--- src/hsv2rgb_pkg.sv ---
// Package with the pixel types, hue sector codes and divide-by-255 helpers.
package hsv2rgb_pkg;

    localparam logic [7:0]  CH_MAX = 8'd255;
    localparam logic [15:0] CH_SQ  = 16'd65025;

    typedef struct packed {
        logic [7:0] hue;
        logic [7:0] saturation;
        logic [7:0] brightness;
        logic [7:0] alpha_in;
    } t_hsv_pixel;

    typedef struct packed {
        logic [7:0] red;
        logic [7:0] green;
        logic [7:0] blue;
        logic [7:0] alpha_out;
    } t_rgb_pixel;

    // Sixty-degree hue sectors, red through magenta.
    typedef enum logic [2:0] {
        SEC_RED     = 3'd0,
        SEC_YELLOW  = 3'd1,
        SEC_GREEN   = 3'd2,
        SEC_CYAN    = 3'd3,
        SEC_BLUE    = 3'd4,
        SEC_MAGENTA = 3'd5
    } t_sector;

    // floor(y / 255) for y up to 65025; exact over that range.
    function automatic logic [7:0] div255_16(input logic [15:0] y);
        logic [16:0] acc;
        acc = {1'b0, y} + {9'd0, y[15:8]} + 17'd1;
        return acc[15:8];
    endfunction

    // floor(z / 255) for z up to 255*65025. The estimate z*257/65536 is at
    // most one below the true quotient, so one correction step is enough.
    function automatic logic [15:0] div255_24(input logic [23:0] z);
        logic [32:0] prod;
        logic [15:0] est;
        logic [24:0] rmd;
        prod = {1'b0, z, 8'd0} + {9'd0, z};
        est  = prod[31:16];
        rmd  = {1'b0, z} - ({1'b0, est, 8'd0} - {9'd0, est});
        return (rmd >= 25'd255) ? est + 16'd1 : est;
    endfunction

endpackage

--- src/hsv_to_rgb_8bit_core.sv ---
// HSV to RGB pixel converter, five-stage pipeline with per-stage flow control.
//
// Converts one 8-bit HSV pixel plus alpha into 8-bit RGB plus alpha every
// clock when not stalled. Hue 0..255 covers the full circle, with 255
// wrapping back to red. A word enters the first of five register stages at
// the edge that accepts it and moves through them in order. The stages are
// hue sector and remainder, three 8x8 products, two 8x16 products with the
// p channel divide, a first divide by 255, then a second divide by 255 and
// the channel mux, which feeds the output register. Every stage has its own
// valid bit and loads whenever the stage after it can move, so bubbles are
// squeezed out during a stall and a new word is taken on every cycle that
// the output side keeps up. The block holds no other state.
module hsv_to_rgb_8bit_core (
    input  logic                    i_clk,
    input  logic                    i_rst_n,
    input  logic                    i_in_valid,
    output logic                    o_in_ready,
    input  hsv2rgb_pkg::t_hsv_pixel i_pixel,
    output logic                    o_out_valid,
    input  logic                    i_out_ready,
    output hsv2rgb_pkg::t_rgb_pixel o_pixel
);
    import hsv2rgb_pkg::*;

    // Stage 1: sector and remainder.
    logic        r_s1_vld;
    t_sector     r_s1_sec;
    logic [7:0]  r_s1_rem;
    logic [7:0]  r_s1_sat;
    logic [7:0]  r_s1_val;
    logic [7:0]  r_s1_alpha;
    // Stage 2: 8x8 products.
    logic        r_s2_vld;
    t_sector     r_s2_sec;
    logic [15:0] r_s2_sr;
    logic [15:0] r_s2_st;
    logic [15:0] r_s2_vp;
    logic [7:0]  r_s2_val;
    logic [7:0]  r_s2_alpha;
    // Stage 3: full-scale products.
    logic        r_s3_vld;
    t_sector     r_s3_sec;
    logic [23:0] r_s3_zq;
    logic [23:0] r_s3_zt;
    logic [7:0]  r_s3_p;
    logic [7:0]  r_s3_val;
    logic [7:0]  r_s3_alpha;
    // Stage 4: first divide by 255.
    logic        r_s4_vld;
    t_sector     r_s4_sec;
    logic [15:0] r_s4_q1;
    logic [15:0] r_s4_t1;
    logic [7:0]  r_s4_p;
    logic [7:0]  r_s4_val;
    logic [7:0]  r_s4_alpha;
    // Stage 5: output register.
    logic        r_s5_vld;
    t_rgb_pixel  r_s5_pix;

    logic en1, en2, en3, en4, en5;

    logic [10:0] n_x;
    t_sector     n_sec;
    logic [10:0] n_base;
    logic [7:0]  n_rem;
    logic [15:0] n_nq;
    logic [15:0] n_nt;
    logic [7:0]  n_q;
    logic [7:0]  n_t;
    t_rgb_pixel  n_pix;

    // Ready ripples back: a stage may load when empty or when it drains.
    assign en5 = !r_s5_vld || i_out_ready;
    assign en4 = !r_s4_vld || en5;
    assign en3 = !r_s3_vld || en4;
    assign en2 = !r_s2_vld || en3;
    assign en1 = !r_s1_vld || en2;

    assign o_in_ready  = en1;
    assign o_out_valid = r_s5_vld;
    assign o_pixel     = r_s5_pix;

    // x = 6*H, then sector = x / 255 by compare against the sector edges.
    // A full-circle hue lands on 1530 and wraps to red with no remainder.
    always_comb begin
        n_x = {1'b0, i_pixel.hue, 2'b00} + {2'b00, i_pixel.hue, 1'b0};
        if (n_x >= 11'd1530) begin
            n_sec  = SEC_RED;
            n_base = n_x;
        end else if (n_x >= 11'd1275) begin
            n_sec  = SEC_MAGENTA;
            n_base = 11'd1275;
        end else if (n_x >= 11'd1020) begin
            n_sec  = SEC_BLUE;
            n_base = 11'd1020;
        end else if (n_x >= 11'd765) begin
            n_sec  = SEC_CYAN;
            n_base = 11'd765;
        end else if (n_x >= 11'd510) begin
            n_sec  = SEC_GREEN;
            n_base = 11'd510;
        end else if (n_x >= 11'd255) begin
            n_sec  = SEC_YELLOW;
            n_base = 11'd255;
        end else begin
            n_sec  = SEC_RED;
            n_base = 11'd0;
        end
        n_rem = 8'(n_x - n_base);
    end

    assign n_nq = CH_SQ - r_s2_sr;
    assign n_nt = CH_SQ - r_s2_st;
    assign n_q  = div255_16(r_s4_q1);
    assign n_t  = div255_16(r_s4_t1);

    always_comb begin
        n_pix.alpha_out = r_s4_alpha;
        case (r_s4_sec)
            SEC_RED: begin
                n_pix.red = r_s4_val; n_pix.green = n_t;      n_pix.blue = r_s4_p;
            end
            SEC_YELLOW: begin
                n_pix.red = n_q;      n_pix.green = r_s4_val; n_pix.blue = r_s4_p;
            end
            SEC_GREEN: begin
                n_pix.red = r_s4_p;   n_pix.green = r_s4_val; n_pix.blue = n_t;
            end
            SEC_CYAN: begin
                n_pix.red = r_s4_p;   n_pix.green = n_q;      n_pix.blue = r_s4_val;
            end
            SEC_BLUE: begin
                n_pix.red = n_t;      n_pix.green = r_s4_p;   n_pix.blue = r_s4_val;
            end
            default: begin
                n_pix.red = r_s4_val; n_pix.green = r_s4_p;   n_pix.blue = n_q;
            end
        endcase
    end

    always_ff @(posedge i_clk) begin
        if (!i_rst_n) begin
            r_s1_vld <= 1'b0;
            r_s2_vld <= 1'b0;
            r_s3_vld <= 1'b0;
            r_s4_vld <= 1'b0;
            r_s5_vld <= 1'b0;
        end else begin
            if (en1) begin
                r_s1_vld <= i_in_valid;
            end
            if (en2) begin
                r_s2_vld <= r_s1_vld;
            end
            if (en3) begin
                r_s3_vld <= r_s2_vld;
            end
            if (en4) begin
                r_s4_vld <= r_s3_vld;
            end
            if (en5) begin
                r_s5_vld <= r_s4_vld;
            end
        end
    end

    always_ff @(posedge i_clk) begin
        if (en1) begin
            r_s1_sec   <= n_sec;
            r_s1_rem   <= n_rem;
            r_s1_sat   <= i_pixel.saturation;
            r_s1_val   <= i_pixel.brightness;
            r_s1_alpha <= i_pixel.alpha_in;
        end
        if (en2) begin
            r_s2_sec   <= r_s1_sec;
            r_s2_sr    <= 16'(r_s1_sat) * 16'(r_s1_rem);
            r_s2_st    <= 16'(r_s1_sat) * 16'(CH_MAX - r_s1_rem);
            r_s2_vp    <= 16'(r_s1_val) * 16'(CH_MAX - r_s1_sat);
            r_s2_val   <= r_s1_val;
            r_s2_alpha <= r_s1_alpha;
        end
        if (en3) begin
            r_s3_sec   <= r_s2_sec;
            r_s3_zq    <= 24'(r_s2_val) * 24'(n_nq);
            r_s3_zt    <= 24'(r_s2_val) * 24'(n_nt);
            r_s3_p     <= div255_16(r_s2_vp);
            r_s3_val   <= r_s2_val;
            r_s3_alpha <= r_s2_alpha;
        end
        if (en4) begin
            r_s4_sec   <= r_s3_sec;
            r_s4_q1    <= div255_24(r_s3_zq);
            r_s4_t1    <= div255_24(r_s3_zt);
            r_s4_p     <= r_s3_p;
            r_s4_val   <= r_s3_val;
            r_s4_alpha <= r_s3_alpha;
        end
        if (en5) begin
            r_s5_pix <= n_pix;
        end
    end

endmodule

--- config.mk ---
export PLATFORM = sky130hd
export DESIGN_NAME = hsv_to_rgb_8bit_core
export DESIGN_NICKNAME = d
export VERILOG_FILES = /design/src/hsv2rgb_pkg.sv /design/src/hsv_to_rgb_8bit_core.sv
export SDC_FILE = /design/constraint.sdc
export NUM_CORES = 1
export LEC_CHECK = 0
export BUFFER_PORTS_ARGS = -buffer_cell sky130_fd_sc_hd__buf_2
export CORE_UTILIZATION = 40
export CTS_CLUSTER_SIZE = 40
export DETAILED_ROUTE_END_ITERATION = 10
export PLACE_DENSITY = 0.55
export SLEW_MARGIN = 10
export SYNTH_ARGS = -nofsm -noshare
export SYNTH_HDL_FRONTEND = slang
export SYNTH_SLANG_ARGS = --single-unit
--- constraint.sdc ---
create_clock -name i_clk -period 17.8 [get_ports i_clk]
set_input_delay 2.67 -clock i_clk [delete_from_list [all_inputs] [get_ports i_clk]]
set_output_delay 2.67 -clock i_clk [all_outputs]
set_load 0.01 [all_outputs]
* Word-level counts from Yosys, hierarchy flattened
Index checks and enable logic that the tools add are counted.
** Operators by class
- Divide/modulo/power cells :: 0
- Multipliers :: 5
- Equality and inequality tests :: 4
- Multiplexer cells :: 14
- Shift operators :: 0
- Bitwise gates (word level) :: 0
- $lt $le $gt $ge :: 8
- Reduce and logical (&&, ||, !) cells :: 12
- Add/sub/neg operators :: 20
** Operator list (count)
- $pmux W24 S5 :: 1
- $add A16 B1 Y16 const B :: 5
- $add A32 B24 Y32 :: 2
- $ge A25 B8 Y1 const B :: 2
- $sub A24 B16 Y25 :: 2
- $sub A24 B25 Y25 :: 2
- $add A16 B8 Y16 :: 3
- $mul A8 B16 Y24 :: 2
- $mux W8 :: 6
- $mul A9 B9 Y16 :: 2
- $mux W16 :: 2
- $sub A16 B16 Y16 const A :: 2
- $ge A11 B10 Y1 const B :: 2
- $ge A11 B11 Y1 const B :: 2
- $sub A8 B8 Y9 const A :: 2
- $mul A8 B8 Y16 :: 1
- $add A10 B9 Y11 :: 1
- $ge A11 B8 Y1 const B :: 1
- $ge A11 B9 Y1 const B :: 1
- $sub A8 B8 Y8 :: 1
- $eq A3 B2 Y1 const B :: 2
- $mux W3 :: 2
- $logic_not A1 Y1 :: 5
- $logic_or A1 B1 Y1 :: 5
- other kinds (6) :: 7
** Storage, ports and cells
- Memories kept :: 0
- Latch bits :: 0
- RAM bits :: 0
- Memory bits (read-only) :: 0
- Input bits :: 36
- Logic and storage cells :: 96
- Output and inout port bits :: 34
- Flip-flop bits (word level) :: 273

* Longest topological paths before layout
- Depth after elaboration :: 9
- Depth in mapped cells :: 28
- Gate-level depth less buffers :: 26

* Worst setup path before layout
No wires, ideal clock.
- Path kind :: input to output
- Start :: input i_out_ready
- End :: output o_in_ready
- Data required time :: 15.130 ns
- Slack :: 11.083 ns
- Stages on the path :: 3
- Arrival time :: 4.047 ns
- Cells stage by stage :: nor2b_1 -> and3_1 -> nand3_1
** On the way
- Word-level cells in the longest chain between the ends :: 5
** Ends and longest elaborated chain
- start, declared :: RTL line hsv_to_rgb_8bit_core.sv:20 : input logic i_out_ready,
- $logic_or A1 B1 Y1 :: RTL line hsv_to_rgb_8bit_core.sv:73 : assign en5 = !r_s5_vld || i_out_ready;
- $logic_or A1 B1 Y1 :: RTL line hsv_to_rgb_8bit_core.sv:74 : assign en4 = !r_s4_vld || en5;
- $logic_or A1 B1 Y1 :: RTL line hsv_to_rgb_8bit_core.sv:75 : assign en3 = !r_s3_vld || en4;
- $logic_or A1 B1 Y1 :: RTL line hsv_to_rgb_8bit_core.sv:76 : assign en2 = !r_s2_vld || en3;
- $logic_or A1 B1 Y1 :: RTL line hsv_to_rgb_8bit_core.sv:77 : assign en1 = !r_s1_vld || en2;
- end, declared :: RTL line hsv_to_rgb_8bit_core.sv:17 : output logic o_in_ready,
Every way passes these cells.

* Final worst setup path
- Start :: register r_s3_zt[12]
- End :: register r_s4_t1[14] (data pin)
** On the way
- Word-level cells in the longest chain between the ends :: 5
** Ends and longest elaborated chain
- start, declared :: RTL line hsv_to_rgb_8bit_core.sv:44 : logic [23:0] r_s3_zt;
- start signal, assigned :: RTL line hsv_to_rgb_8bit_core.sv:186 : r_s3_zt <= 24'(r_s2_val) * 24'(n_nt);
- $add A32 B24 Y32 :: RTL line hsv2rgb_pkg.sv:44 : prod = {1'b0, z, 8'd0} + {9'd0, z};
- $sub A24 B16 Y25 :: RTL line hsv2rgb_pkg.sv:46 : rmd = {1'b0, z} - ({1'b0, est, 8'd0} - {9'd0, est});
- $sub A24 B25 Y25 :: RTL line hsv2rgb_pkg.sv:46
- $ge A25 B8 Y1 :: RTL line hsv2rgb_pkg.sv:47 : return (rmd >= 25'd255) ? est + 16'd1 : est;
- $mux W16 (*) :: RTL line hsv2rgb_pkg.sv:47
- end signal, assigned :: RTL line hsv_to_rgb_8bit_core.sv:194 : r_s4_t1 <= div255_24(r_s3_zt);
- end, declared :: RTL line hsv_to_rgb_8bit_core.sv:52 : logic [15:0] r_s4_t1;
Mark *: on every way between the ends. The rest lies on a longest branch, timed or not.
A chain may end at the register's enable or synchronous reset.

==> out/metrics.csv <==
stage,metric,value,unit
clock_tree,cts_tree,done,
critical_path,path_class,reg2reg,
clock_tree,clkSinkCount,273,
cells_and_area,fill_cells,7126,
cells_and_area,seqCellArea,8150,µm²
logic_synthesis,synthTopCellsByArea,"edfxtp_1 (27%), fa_1 (20%), ha_1 (14%)",
routing,wl,66500,µm
logic_synthesis,synth_cell_type_count,80,
logic_synthesis,ys_async_sr_fraction,0,
logic_synthesis,synth-seq-area-share,0.269,
die,placementRows,100,
global_route,grt_pass1_wl,113000,µm
logic_synthesis,yosysWarnings,0,
sta,hold_viol,0,
placed_design,hpwl,52900,µm
routing,route.detailed.drc,0,
global_route,antenna_found_initial,0,
logic_synthesis,synth.most_common_cell,inv_1,
cells_and_area,multi_input_comb_area,20200,µm²
sta,setup_violations,0,
routing,drtIter0Drc,1104,
clock_tree,clk_latency,0.60,ns
sta,fin_crit_sh,0.432,
global_route,grt_pass1_vias,22300,
global_route,grtUsageMet3,0.0147,
placed_design,gp_congestion,0.901,
sta,rsz0062_at_grt,no,
sta,fin_skew,0.0229,ns
clock_tree,cts.clk_slew.worst_paths,0.06,ns
routing,vias,21300,
routing,antenna_violating_nets_post_route,0,
sta,finalMaxSlewViolations,0,
critical_path,cpMaxStageDelayCell,nor4_4,
placed_design,io_buffers,69,
clock_tree,cts-root-buf,clkbuf_16,
critical_path,critPathRequiredTime,18.13,ns
die,start_util,0.406,
die,die_x,277,µm
logic_synthesis,synth_edf_count,268,
die,fp.dieH,277,µm
critical_path,worstPathArrival,8.02,ns
global_route,grt_overflow,0,
cells_and_area,antenna_cells,0,
logic_synthesis,syn_avg_cell_area,9.81,µm²
job,maxCapViolCount,0,
logic_synthesis,synth_nets,3777,
sta,setup_tns,0,ns
routing,routed_via_density,5.16,
global_route,grt.met2_usage,0.303,
cells_and_area,fin_nets,3816,
global_route,grt_max_degree,76,
routing,drt-pass1-iter-count,5,
logic_synthesis,ys_ff_latch,273,
critical_path,crit_path_max_incr_delay,0.67,ns
clock_tree,cts_buffers,31,
worst_hold_path,hp-class,reg2reg,
logic_synthesis,synthFlopType,edfxtp_1,
critical_path,end_kind,register,
logic_synthesis,synth_commonest_cells,"inv_1 (451), ha_1 (351), nand2_1 (308), fa_1 (296), edfxtp_1 (268)",
clock_tree,cts-htree-levels,1,
logic_synthesis,synth_cells,3094,
global_route,grt-busiest-layer,met2,
sta,fmax,130,MHz
clock_tree,clock_path_buffers,3,
clock_tree,postCtsSetupRepairBufs,0,
sta,period_minus_slack,7.69,ns
clock_tree,holdBufCountCts,0,
die,io_pins,70,
global_route,track_usage,0.176,
logic_synthesis,yosys.area.top_type,edfxtp_1,
sta,worst_pin_slew,1.05,ns
critical_path,critical_path.max_fanout,16,
critical_path,start_kind,register,
logic_synthesis,syn_area,30300,µm²
routing,avgRoutedWirePerCell,16.1,µm
clock_tree,cts_resized,0,
cells_and_area,area_delta_synth_final,8.13,%
sta,max_slew_margin,0.300,
global_route,met1_usage,0.245,
logic_synthesis,netlist.area_leader.share,0.265,
critical_path,ff2ff_setup_slack,10.11,ns
run_status,status,completed,
die,core-area,74700,µm²
die,die_area,77000,µm²
cells_and_area,final_layout_size_suffix_gt1_frac,0.0523,
==> cells by family (layout without fill, tap and decap cells) <==
group,Yosys count,in the layout,synth area share
adders and majority gates,647,647,0.340
DFF,273,273,0.269
AOI/OAI and AO/OA,437,437,0.0943
buffers and inverters,531,594,0.0661
and+or+nand+nor,987,987,0.167
xor gates and xnor gates,200,200,0.0577
muxes,19,19,0.00676
==> state kept, by name, indices dropped and copies added, names as in the netlist, 16 cells and up <==
| name | flops |
|---|---|
| r_s2_st | 16 |
| r_s3_zq | 24 |
| r_s3_zt | 24 |
| r_s2_vp | 16 |
| r_s4_q1 | 16 |
| r_s2_sr | 16 |
| r_s4_t1 | 16 |
| o_pixel | 32 |
==> final timing paths <==
check	depth (start not counted)	start	end
worst min register to register	0	r_s3_p[2]	r_s4_p[2]
worst max-delay path	25	r_s3_zt[12]	r_s4_t1[14]
worst max register to register	25	r_s3_zt[12]	r_s4_t1[14]
worst min-delay path	0	r_s3_p[2]	r_s4_p[2]
==> per-stage QoR <==
stage | setup WS (ns) | utilization | cells | hold slack, ns | instance area, µm²
6_report | 10.11 | 0.439 | 4126 | 0.400 | 32800
5_1_grt | 9.56 | 0.439 | 4126 | 0.413 | 32800
4_1_cts | 10.11 | 0.439 | 4126 | 0.406 | 32800
3_5_place_dp | 10.16 | 0.425 | 4069 | 0.405 | 31700
3_3_place_gp | 10.30 | 0.425 | 4069 | 0.401 | 31700
2_1_floorplan | 11.08 | - | 3094 | 0.400 | 30300
==> critical path: cells and delay by family (launching register included) <==
kind | cells | cell delay [ns]
DFF | 1 | 0.46
adders and majority gates | 4 | 1.47
AOI/OAI and AO/OA | 12 | 2.82
xor gates and xnor gates | 1 | 0.19
and+or+nand+nor | 8 | 2.47
==> cell usage in the layout (no fill, tap or decap), drive strengths merged, types with 10 or more instances in the layout <==
master,count
fa,296
and3,26
nor3,50
nand2,308
inv,455
clkbuf,36
nor4,10
nand3,60
nor2,117
nand4,15
and2,148
o2111ai,10
a21o,40
a21oi,108
a21boi,16
nor2b,111
xor2,65
buf,86
a211oi,15
a31oi,11
o211ai,16
nand2b,93
o21a,37
ha,351
mux2i,10
o21ai,101
edfxtp,268
xnor2,135
==> cell type report <==
class / instances / share of cell area
clock buffer: 36 / 0.0248
clock inverter: 21 / 0.00820
inverter: 451 / 0.0516
multi-input combinational: 2290 / 0.616
sequential: 273 / 0.248
tap: 969 / 0.0369
timing repair buffer: 86 / 0.0144
==> per-layer routing <==
| layer | wire (µm) | vias to the layer above |
|---|---|---|
| li1 | - | 10400 |
| met1 | 32700 | 10600 |
| met2 | 31500 | 222 |
| met3 | 1480 | 52 |
| met4 | 829 | 0 |
| met5 | 0 | - |
Power is left out: the tool's default activity adds up to more than one toggle a clock period on the data nets, which glitch-free logic cannot reach.
